==> src/rtl/psb_pkg.sv <==
// shared types, constants and action codes for the ping-pong sample buffer
package psb_pkg;

    localparam int BLOCK_LEN  = 64;
    localparam int BANK_DEPTH = 64;
    localparam int POS_W      = $clog2(BANK_DEPTH);
    localparam int CNT_W      = POS_W + 1;

    typedef enum logic [1:0] {
        ACT_PUT    = 2'd0,
        ACT_FETCH  = 2'd1,
        ACT_STATUS = 2'd2,
        ACT_NONE   = 2'd3
    } t_action;

    typedef struct packed {
        logic [1:0]         action;
        logic signed [15:0] sample;
    } t_in_word;

    typedef struct packed {
        logic signed [15:0] sample_out;
        logic               available;
        logic               last_sample;
        logic               overflow_flag;
    } t_out_word;

    typedef struct packed {
        logic put;
        logic start_fetch;
        logic emit_single;
        logic clear_ovr;
        logic issue;
        logic move;
    } t_cmd;

    typedef struct packed {
        logic block_ready;
        logic overrun;
        logic rd_vld;
        logic rd_done;
        logic out_busy;
    } t_sts;

endpackage

==> src/rtl/psb_ctrl.sv <==
// controller: decodes accepted words and sequences the block readout
module psb_ctrl
    import psb_pkg::*;
(
    input  logic       i_clk,
    input  logic       i_rst_n,
    input  logic       i_in_valid,
    input  logic [1:0] i_action,
    input  t_sts       i_sts,
    output logic       o_in_stall,
    output t_cmd       o_cmd
);

    typedef enum logic [1:0] {
        S_IDLE  = 2'b01,
        S_FETCH = 2'b10
    } t_state;

    t_state r_state, n_state;
    logic   accept;
    logic   rd_free;

    assign o_in_stall = (r_state != S_IDLE) || i_sts.out_busy;
    assign accept     = i_in_valid && !o_in_stall;

    always_comb begin
        o_cmd   = '0;
        n_state = r_state;
        rd_free = 1'b0;
        unique case (r_state)
            S_IDLE: begin
                if (accept) begin
                    unique case (t_action'(i_action))
                        ACT_PUT: begin
                            o_cmd.put = !i_sts.overrun;
                        end
                        ACT_FETCH: begin
                            if (i_sts.block_ready) begin
                                o_cmd.start_fetch = 1'b1;
                                n_state           = S_FETCH;
                            end else begin
                                o_cmd.emit_single = 1'b1;
                            end
                        end
                        ACT_STATUS: begin
                            o_cmd.emit_single = 1'b1;
                            o_cmd.clear_ovr   = 1'b1;
                        end
                        ACT_NONE: begin
                        end
                        default: begin
                        end
                    endcase
                end
            end
            S_FETCH: begin
                o_cmd.move  = i_sts.rd_vld && !i_sts.out_busy;
                rd_free     = !i_sts.rd_vld || o_cmd.move;
                o_cmd.issue = !i_sts.rd_done && rd_free;
                // leave once every sample is read and the read stage drains
                if (i_sts.rd_done && rd_free) begin
                    n_state = S_IDLE;
                end
            end
            default: begin
                n_state = S_IDLE;
            end
        endcase
    end

    always_ff @(posedge i_clk) begin
        if (!i_rst_n) begin
            r_state <= S_IDLE;
        end else begin
            r_state <= n_state;
        end
    end

    a_issue_in_range: assert property (@(posedge i_clk) disable iff (!i_rst_n)
        o_cmd.issue |-> !i_sts.rd_done)
        else $error("read issued past end of block");

    a_move_has_data: assert property (@(posedge i_clk) disable iff (!i_rst_n)
        o_cmd.move |-> i_sts.rd_vld)
        else $error("move without read data");

    a_single_free_out: assert property (@(posedge i_clk) disable iff (!i_rst_n)
        o_cmd.emit_single |-> (!i_sts.out_busy && !i_sts.rd_vld))
        else $error("single word loaded over a busy output");

    a_fetch_needs_ready: assert property (@(posedge i_clk) disable iff (!i_rst_n)
        o_cmd.start_fetch |=> !i_sts.block_ready)
        else $error("ready not cleared after fetch start");

endmodule

==> src/rtl/psb_datapath.sv <==
// datapath: two-bank sample memory, write pointer, flags, read and output stages
module psb_datapath
    import psb_pkg::*;
(
    input  logic               i_clk,
    input  logic               i_rst_n,
    input  t_cmd               i_cmd,
    input  logic signed [15:0] i_sample,
    input  logic               i_out_stall,
    output t_sts               o_sts,
    output logic               o_out_valid,
    output t_out_word          o_out_word
);

    localparam logic [CNT_W-1:0] LEN_C  = CNT_W'(BLOCK_LEN);
    localparam logic [CNT_W-1:0] LAST_C = CNT_W'(BLOCK_LEN - 1);

    logic [15:0] r_mem [2*BANK_DEPTH];

    logic [POS_W-1:0] r_wr_pos, n_wr_pos;
    logic             r_wr_bank, n_wr_bank;
    logic             r_ready, n_ready;
    logic             r_ovr, n_ovr;
    logic [CNT_W-1:0] r_rd_idx, n_rd_idx;
    logic             r_rd_bank, n_rd_bank;
    logic             r_rd_vld, n_rd_vld;
    logic             r_out_valid, n_out_valid;
    logic [15:0]      r_rd_data;
    logic             r_rd_last;
    t_out_word        r_out_word;
    logic [CNT_W-1:0] next_pos;
    logic             wrap;

    assign next_pos = {1'b0, r_wr_pos} + CNT_W'(1);
    assign wrap     = (next_pos >= LEN_C);

    always_comb begin
        n_wr_pos    = r_wr_pos;
        n_wr_bank   = r_wr_bank;
        n_ready     = r_ready;
        n_ovr       = r_ovr;
        n_rd_idx    = r_rd_idx;
        n_rd_bank   = r_rd_bank;
        n_rd_vld    = r_rd_vld;
        n_out_valid = r_out_valid;
        if (i_cmd.put) begin
            if (wrap) begin
                n_wr_pos  = '0;
                n_wr_bank = !r_wr_bank;
                if (r_ready) begin
                    n_ovr = 1'b1;
                end else begin
                    n_ready = 1'b1;
                end
            end else begin
                n_wr_pos = next_pos[POS_W-1:0];
            end
        end
        if (i_cmd.clear_ovr) begin
            n_ovr = 1'b0;
        end
        if (i_cmd.start_fetch) begin
            n_ready  = 1'b0;
            n_rd_idx = '0;
            // just-filled bank, or the older one when overrun
            n_rd_bank = (r_wr_bank != r_ovr) ? 1'b0 : 1'b1;
        end
        if (i_cmd.issue) begin
            n_rd_idx = r_rd_idx + CNT_W'(1);
            n_rd_vld = 1'b1;
        end else if (i_cmd.move) begin
            n_rd_vld = 1'b0;
        end
        if (i_cmd.move || i_cmd.emit_single) begin
            n_out_valid = 1'b1;
        end else if (!i_out_stall) begin
            n_out_valid = 1'b0;
        end
    end

    always_ff @(posedge i_clk) begin
        if (!i_rst_n) begin
            r_wr_pos    <= '0;
            r_wr_bank   <= 1'b0;
            r_ready     <= 1'b0;
            r_ovr       <= 1'b0;
            r_rd_idx    <= LEN_C;
            r_rd_bank   <= 1'b0;
            r_rd_vld    <= 1'b0;
            r_out_valid <= 1'b0;
        end else begin
            r_wr_pos    <= n_wr_pos;
            r_wr_bank   <= n_wr_bank;
            r_ready     <= n_ready;
            r_ovr       <= n_ovr;
            r_rd_idx    <= n_rd_idx;
            r_rd_bank   <= n_rd_bank;
            r_rd_vld    <= n_rd_vld;
            r_out_valid <= n_out_valid;
        end
    end

    always_ff @(posedge i_clk) begin
        if (i_cmd.put) begin
            r_mem[{r_wr_bank, r_wr_pos}] <= i_sample;
        end
    end

    always_ff @(posedge i_clk) begin
        if (i_cmd.issue) begin
            r_rd_data <= r_mem[{r_rd_bank, r_rd_idx[POS_W-1:0]}];
            r_rd_last <= (r_rd_idx == LAST_C);
        end
    end

    always_ff @(posedge i_clk) begin
        if (i_cmd.move) begin
            r_out_word.sample_out    <= r_rd_data;
            r_out_word.available     <= 1'b1;
            r_out_word.last_sample   <= r_rd_last;
            r_out_word.overflow_flag <= 1'b0;
        end else if (i_cmd.emit_single) begin
            r_out_word.sample_out    <= '0;
            r_out_word.available     <= 1'b0;
            r_out_word.last_sample   <= 1'b1;
            r_out_word.overflow_flag <= i_cmd.clear_ovr && r_ovr;
        end
    end

    assign o_sts.block_ready = r_ready;
    assign o_sts.overrun     = r_ovr;
    assign o_sts.rd_vld      = r_rd_vld;
    assign o_sts.rd_done     = (r_rd_idx == LEN_C);
    assign o_sts.out_busy    = r_out_valid && i_out_stall;
    assign o_out_valid       = r_out_valid;
    assign o_out_word        = r_out_word;

    a_idx_bounded: assert property (@(posedge i_clk) disable iff (!i_rst_n)
        r_rd_idx <= LEN_C)
        else $error("read index beyond block length");

    a_ovr_needs_ready: assert property (@(posedge i_clk) disable iff (!i_rst_n)
        $rose(r_ovr) |-> $past(r_ready))
        else $error("overrun set without a pending block");

    a_no_put_in_ovr: assert property (@(posedge i_clk) disable iff (!i_rst_n)
        r_ovr |-> !i_cmd.put)
        else $error("sample written during overrun");

endmodule

==> src/rtl/ping_pong_sample_buffer_core.sv <==
// Ping-pong sample buffer: two banks of BLOCK_LEN signed 16-bit samples.
// Input channel (i_in_valid / o_in_stall / i_in_word) takes one word per
// action: put writes a sample into the active bank unless overrun is set,
// fetch streams the full bank out, status returns and clears the overrun flag.
// Output channel (o_out_valid / i_out_stall / o_out_word) returns result words.
// A put gives no word; puts may arrive every cycle while the input is not stalled.
// A fetch with a block ready gives BLOCK_LEN words, each through the memory
// read register then the output register, one per cycle while the receiver
// does not stall; the input stalls until the last read has moved to the
// output register. A fetch without a block and a status each give one word,
// valid in the next cycle.
// Receiver stall holds the output register and freezes the readout; new
// input words wait while the output register is stalled.
// Reset (synchronous, active low) clears the write pointer, bank selects, ready and
// overrun flags and both valids, and sets the read index to block end; sample memory is not cleared.
module ping_pong_sample_buffer_core
    import psb_pkg::*;
(
    input  logic      i_clk,
    input  logic      i_rst_n,
    input  logic      i_in_valid,
    output logic      o_in_stall,
    input  t_in_word  i_in_word,
    output logic      o_out_valid,
    input  logic      i_out_stall,
    output t_out_word o_out_word
);

    t_cmd cmd;
    t_sts sts;

    psb_ctrl u_ctrl (
        .i_clk      (i_clk),
        .i_rst_n    (i_rst_n),
        .i_in_valid (i_in_valid),
        .i_action   (i_in_word.action),
        .i_sts      (sts),
        .o_in_stall (o_in_stall),
        .o_cmd      (cmd)
    );

    psb_datapath u_datapath (
        .i_clk       (i_clk),
        .i_rst_n     (i_rst_n),
        .i_cmd       (cmd),
        .i_sample    (i_in_word.sample),
        .i_out_stall (i_out_stall),
        .o_sts       (sts),
        .o_out_valid (o_out_valid),
        .o_out_word  (o_out_word)
    );

endmodule

==> config.mk <==
export PLATFORM = sky130hd
export DESIGN_NAME = ping_pong_sample_buffer_core
export DESIGN_NICKNAME = d
export VERILOG_FILES = /design/src/rtl/psb_pkg.sv /design/src/rtl/psb_ctrl.sv /design/src/rtl/psb_datapath.sv /design/src/rtl/ping_pong_sample_buffer_core.sv
export SDC_FILE = /design/constraint.sdc
export NUM_CORES = 2
export LEC_CHECK = 0
export BUFFER_PORTS_ARGS = -buffer_cell sky130_fd_sc_hd__buf_2
export CELL_PAD_IN_SITES_DETAIL_PLACEMENT = 1
export CELL_PAD_IN_SITES_GLOBAL_PLACEMENT = 2
export CORE_UTILIZATION = 50
export CTS_CLUSTER_DIAMETER = 50
export DETAILED_ROUTE_END_ITERATION = 8
export GPL_TIMING_DRIVEN = 0
export PLACE_DENSITY_LB_ADDON = 0.1
export SYNTH_ARGS = -nofsm -noshare
export SYNTH_HDL_FRONTEND = slang
export SYNTH_SLANG_ARGS = --single-unit
export TNS_END_PERCENT = 50
==> constraint.sdc <==
create_clock -name i_clk -period 7 [get_ports i_clk]
set_clock_uncertainty 0.05 [all_clocks]
set_input_delay 0.7 -clock i_clk [delete_from_list [all_inputs] [get_ports i_clk]]
set_output_delay 0.7 -clock i_clk [all_outputs]
set_load 0.1 [all_outputs]
### After elaboration in Yosys (flattened, before gate mapping)

Memory sizes are Yosys's and may differ from the RTL's. A register that Yosys moved wholly into a read port is not among the register bits.
Index checks and enable logic that the tools add are counted.

| storage, ports and cells | value |
|---|---|
| flip-flop bits (word level) | 41 |
| memories kept | 1 |
| logic and storage cells | 82 |
| RAM bits | 2048 |

Memory list:

| name | depth | bits a word | read ports | clocked after memory_dff | wr ports | line | text |
|---|---|---|---|---|---|---|---|
| u_datapath.r_mem | 128 | 16 | 1 | 1 | 1 | psb_datapath.sv:18 | `logic [15:0] r_mem [2*BANK_DEPTH];` |

| operators by class | value |
|---|---|
| $lt $le $gt $ge | 1 |
| bitwise operators | 1 |
| equality and inequality tests | 13 |
| mux-type cells | 26 |
| reductions and logical operators | 24 |
| add/sub/neg operators | 2 |

Operators by type and width:

| operator | count |
|---|---|
| $mux 19 | 2 |
| $mux 7 | 2 |
| $mux 1 | 12 |
| $mux 2 | 5 |
| $ne 2x1->1 const B | 5 |
| $mux 4 | 2 |
| $add 6x1->7 const B | 1 |
| $add 7x1->7 const B | 1 |
| $eq 7x6->1 const B | 1 |
| $eq 7x7->1 const B | 1 |
| $ge 7x7->1 const B | 1 |
| $logic_and 1x1->1 | 6 |
| $logic_not 1->1 | 6 |
| $mux 6 | 1 |
| $reduce_bool 2->1 | 3 |
| $eq 2x1->1 const B | 2 |
| $eq 2x2->1 const B | 2 |
| $pmux 2 s2 | 1 |
| $reduce_and 4->1 | 1 |
| $reduce_or 2->1 | 2 |
| $logic_or 1x1->1 | 3 |
| $reduce_and 3->1 | 1 |
| $logic_not 2->1 | 1 |
| $ne 2x2->1 const B | 1 |
| other kinds (4) | 4 |

### Depth between registers and ports, before layout

| depth | value |
|---|---|
| depth in word-level cells | 9 |
| depth in mapped cells | 15 |

### By module

A second synthesis with hierarchy kept.

| unflattened totals | value |
|---|---|
| cell total of the unflattened synthesis | 3598 |
| area, all modules | 81145.3 um2 |

Modules (own cells, without submodules):

| module | seq. area each (um2) | area an instance (um2) | cells an instance | instances |
|---|---|---|---|---|
| psb_datapath | 62940.4 | 80925.1 | 3574 | 1 |
| psb_ctrl | 40.0 | 220.2 | 24 | 1 |

### Worst setup path before layout

Ideal clock, no wire load.

| timing path | value |
|---|---|
| kind | register to register |
| start point | reg u_datapath.r_out_valid (netlist: u_datapath.o_out_valid) |
| end point | mem u_datapath.r_mem[62][0] (enable) |
| data arrival time | 2820 ps |
| slack | 3742 ps |
| cell stages (with the launch flop) | 9 |
| clock period less this slack | 3258 ps |
| buffers on the path | 2 |
| library setup time | 389 ps |
| data required time | 6561 ps |
| cell sequence | dfxtp_1 -> nand2_1 -> and3_1 -> and3b_1 -> buf_2 -> nor2b_1 -> nand3_1 -> clkbuf_1 -> nor2_1 |

| on the way | value |
|---|---|
| longest elaborated chain between the ends | 8 |

Ends and longest elaborated chain:

| what | line | text |
|---|---|---|
| start, declared | psb_datapath.sv:27 | `logic r_out_valid, n_out_valid;` |
| start signal, assigned | psb_datapath.sv:99 | `r_out_valid <= n_out_valid;` |
| $logic_and 1x1->1 | psb_datapath.sv:134 | `assign o_sts.out_busy = r_out_valid && i_out_stall;` |
| $logic_or 1x1->1 | psb_ctrl.sv:23 | `assign o_in_stall = (r_state != S_IDLE) \|\| i_sts.out_busy;` |
| $logic_not 1->1 | psb_ctrl.sv:24 | `assign accept = i_in_valid && !o_in_stall;` |
| $logic_and 1x1->1 | psb_ctrl.sv:24 |  |
| $mux 4 | psb_ctrl.sv:32 | `if (accept) begin` |
| $mux 4 | psb_ctrl.sv:30 | `unique case (r_state)` |
| $mux 1 | psb_datapath.sv:104 | `if (i_cmd.put) begin` |
| $mux 1 (not written as such) | psb_datapath.sv:105 | `r_mem[{r_wr_bank, r_wr_pos}] <= i_sample;` |
| end, declared | psb_datapath.sv:18 |  |

No other way between the ends.

==> key figures <==
Outcome
  • Run status: complete, but fails checks
  • Failing checks: capacitance limit, slew limit

Pwr
  • Logic gate share of total power: 0.014
  • Psw: ~5.2 mW
  • Leak: 29.0 nW
  • P per Cell Area: between 200 and 300 mW/mm^2
  • Worst VDD drop: approximately 0.28 mV
  • Int Pwr: 20.3 mW
  • Flop pwr share: 0.542
  • Clk pwr share: 0.444
  • Switching share of power: 0.205

Floorplanning
  • Die width: between 400 and 500 um
  • Die height: 405 um
  • Initial Util: 0.505
  • Standard-cell row count: between 100 and 150
  • Core Region: 0.161 mm^2
  • DIE AREA: about 0.16 mm^2
  • Boundary pin count: 43

Global route
  • Vias in the first global route: around 43000
  • Largest net degree at the start of global routing: just under 90
  • Initial antenna violation count: 26
  • First-pass GRT wire length: 395 mm
  • GRT Residual Overflow: 0
  • Gr usage total: 0.373

STA
  • Period utilisation layout: 0.804
  • Tmin final: about 5600 ps
  • Worst slew pin tran: between 1500 and 2000 ps
  • Highest clock rate: approximately 180 MHz
  • Hold Violations, Final: 0
  • Fin. max-slew vios: 22
  • Endpoints failing setup: 0
  • Unrepaired setup endpoints after global routing: false
  • Setup TNS: 0 ps
  • Rel. slew slack: -0.102

Worst setup path
  • Startpoint types: flop
  • Kind of critical path: reg -> reg
  • Reg2reg start: u_datapath.r_rd_idx[1]$_SDFFE_PN0P_
  • Data required, critical path: between 7000 and 8000 ps
  • FF-to-FF End: u_datapath.r_rd_idx[4]$_SDFFE_PN0P_
  • R2R Setup Slk: roughly 1400 ps
  • Critical Path Sink Type: flop
  • Arrival time worst endpoint: around 6400 ps
  • Reg2Reg Depth: 13
  • Worst-path fanout max: 26

Clock network
  • Num CTS Buffers: between 200 and 250
  • CTS HTree Levels: 4
  • Root Buffer: clkbuf_16
  • Resize count post-CTS: 0
  • Setup bufs post-CTS: 0
  • Max Root-Sink Buffers: 3
  • Clock Sinks: roughly 2100
  • Clock Latency Late Sink: a little under 900 ps
  • Clock slew at reported path FFs: 60 ps
  • CTS tree: done
  • Hold Buf Count CTS: 0

Yosys
  • Most used flip-flop cell after synthesis: edfxtp_1
  • Ys Warns: 0
  • Syn_nets: 3711
  • Mapped Cells: roughly 3700
  • Post-synth EDFFs: around 2100
  • Mapped Avg Cell Area: 22.1 um^2
  • Synth async-reset ratio: 0
  • Seq cells post-synth: roughly 2100
  • Post-synth cell types: 65
  • Seq/Total Area, Yosys: 0.775
  • Mapped cell area: 0.0812 mm^2

Final layout
  • Fraction of layout cells with a size suffix above 1: 0.308
  • Area of the multi-input gates: 0.0174 mm^2
  • Finished layout cell area: around 0.094 mm^2
  • Register area: about 0.063 mm^2
  • Final nets: 4122
  • Filler Cells Inserted: roughly 13000
  • Area grow syn2layout: 16.1%

Place
  • Hpwl dp: approximately 210 mm
  • I/O Buffers: 42
  • Post-placement cell area: ~0.09 mm^2
  • GP Congestion: between 1 and 1.5

Hold path
  • Hold Path Sink: u_datapath.o_out_valid$_SDFFE_PN0P_
  • Path category of the worst min-delay check: in -> reg
  • Hold path cells: 3
  • Worst hold start: i_out_stall

Drt
  • Via-to-Cell Ratio: ~6.8
  • TritonRoute pass-1 iters: 5
  • Final ANT Viol Nets: 0
  • WL/cell: between 40 and 50 um
  • Final wirelength: between 300 and 400 mm
  • Number of remaining DRC errors: 0
  • DRT iter0 DRCs: ~7600
  • Vias: 44018

Flow run
  • Max-cap viol count: 3
## sequential cells by signal, indices dropped and copies added, names as in the netlist
| signal | cells |
|---|---|
| u_datapath.r_rd_bank | 1 |
| u_datapath.o_out_valid | 1 |
| u_datapath.r_rd_idx | 7 |
| u_datapath.r_rd_data | 16 |
| u_datapath.r_rd_vld | 1 |
| u_datapath.r_wr_bank | 1 |
| u_datapath.r_wr_pos | 6 |
| u_datapath.o_out_word | 19 |
| u_datapath.r_ovr | 1 |
| u_datapath.r_mem | 2048 |
| u_datapath.r_ready | 1 |
| u_ctrl.r_state | 2 |
| u_datapath.r_rd_last | 1 |
## cells by family after synthesis
logic type,share of synthesized area
fa+ha+maj,0.000924
compound gates,0.0205
xor+xnor,0.000647
flops,0.775
simple gates,0.0230
buf+inv,0.0150
mux,0.165
## critical path: stages (launching register included)
cell and delay, ps:
dfxtp_1 330, buf_4 210, buf_4 250, inv_2 320, buf_2 760, buf_1 1170
ha_1 450, nand2_1 90, nor3_1 250, nand3b_1 410, inv_2 360, nor2_1 470
o21ai_0 190, a21oi_1 200
## power groups by stage
stage | Clock (mW) | Combinational (mW) | Sequential, mW
after global routing | 11.8 | 0.358 | 13.9
final | 11.3 | 0.349 | 13.9
after detailed placement | 0 | 0.344 | 14.1
after floorplan | 0 | 0.0214 | 14.2
after CTS | 11.4 | 0.343 | 13.9
after global placement | 0 | 0.282 | 14.1
## final cells by class
class | instances | area share
Sequential cell | 2105 | 0.668
Tap cell | 2160 | 0.0287
Clock inverter | 125 | 0.0124
Clock buffer | 270 | 0.0606
Buffer | 202 | 0.0129
Multi-Input combinational cell | 1367 | 0.184
Inverter | 9 | 0.000358
Timing Repair Buffer | 190 | 0.0330
Antenna cell | 6 | 0.000159
## how the worst max path moves through the flow
stage	slack, ps	startpoint	end
finish	1370	u_datapath.r_rd_idx[1]$_SDFFE_PN0P_	u_datapath.r_rd_idx[4]$_SDFFE_PN0P_
global route	1430	u_datapath.r_rd_idx[1]$_SDFFE_PN0P_	u_datapath.r_rd_idx[2]$_SDFFE_PN0P_
CTS	1690	u_datapath.r_rd_idx[1]$_SDFFE_PN0P_	u_datapath.r_rd_idx[4]$_SDFFE_PN0P_
detailed placement	1760	u_datapath.r_rd_idx[1]$_SDFFE_PN0P_	u_datapath.r_rd_idx[4]$_SDFFE_PN0P_
global placement	1220	u_datapath.r_rd_idx[3]$_SDFFE_PN0P_	u_datapath.r_rd_data[10]$_DFFE_PP_
floorplan	3740	u_datapath.o_out_valid$_SDFFE_PN0P_	u_datapath.r_mem[62][0]$_DFFE_PP_
## cells in the final DEF, fill, tap and decap left out, types with 32 or more instances in the layout
| master | synthesis | final |
|---|---|---|
| nor2_1 | 180 | 51 |
| mux4_2 | 513 | 513 |
| clkbuf_16 | 0 | 221 |
| clkbuf_1 | 71 | 101 |
| buf_4 | 27 | 43 |
| o21ai_0 | 40 | 40 |
| clkinv_1 | 0 | 51 |
| buf_8 | 0 | 96 |
| buf_16 | 0 | 51 |
| nor2_2 | 0 | 129 |
| nand2_1 | 104 | 104 |
| edfxtp_1 | 2082 | 2082 |
| mux2i_1 | 145 | 145 |
| mux2_2 | 32 | 32 |
| a21oi_1 | 59 | 59 |
| buf_2 | 62 | 92 |
## metrics by stage
stage	std cells	power, mW	util	hold WS (ps)	setup slack (ps)
3_5_place_dp	6033	14.5	0.543	405	1760
5_1_grt	6428	26.0	0.586	61.4	1430
4_1_cts	6428	25.6	0.586	9.70	1690
6_report	6434	25.6	0.586	60.9	1370
2_1_floorplan	3683	14.2	-	409	3740
3_3_place_gp	5885	14.4	0.523	408	1220
## cells in the mapped netlist, types with 9 or more instances
cell type,instances,area (um^2)
a221oi_1,10,87.6
o211ai_1,10,75.1
mux2_2,32,360
and2_1,26,163
a211oi_1,27,203
nor2b_1,23,144
edfxtp_1,2082,62500
buf_6,29,327
buf_4,27,203
nand2b_1,10,62.6
clkbuf_1,71,267
a22oi_1,28,210
nor3_1,15,75.1
o21ai_0,40,200
dfxtp_1,23,460
nor2_1,180,676
nand2_1,104,390
o22ai_1,9,56.3
buf_1,11,41.3
a21oi_1,59,295
nand3_1,25,125
buf_2,62,310
mux2i_1,145,1450
mux4_2,513,11600
a31oi_1,16,100
## metal layers
| layer | GRT usage | vias up | wire length (um) |
|---|---|---|---|
| met2 | 0.554 | 3031 | 135000 |
| li1 | - | 16305 | - |
| met1 | 0.511 | 24074 | 114000 |
| met3 | 0.101 | 594 | 34800 |
| met5 | 0 | - | 83 |
| met4 | 0.186 | 14 | 17500 |
Note: power is estimated with default switching activity, not from simulation.
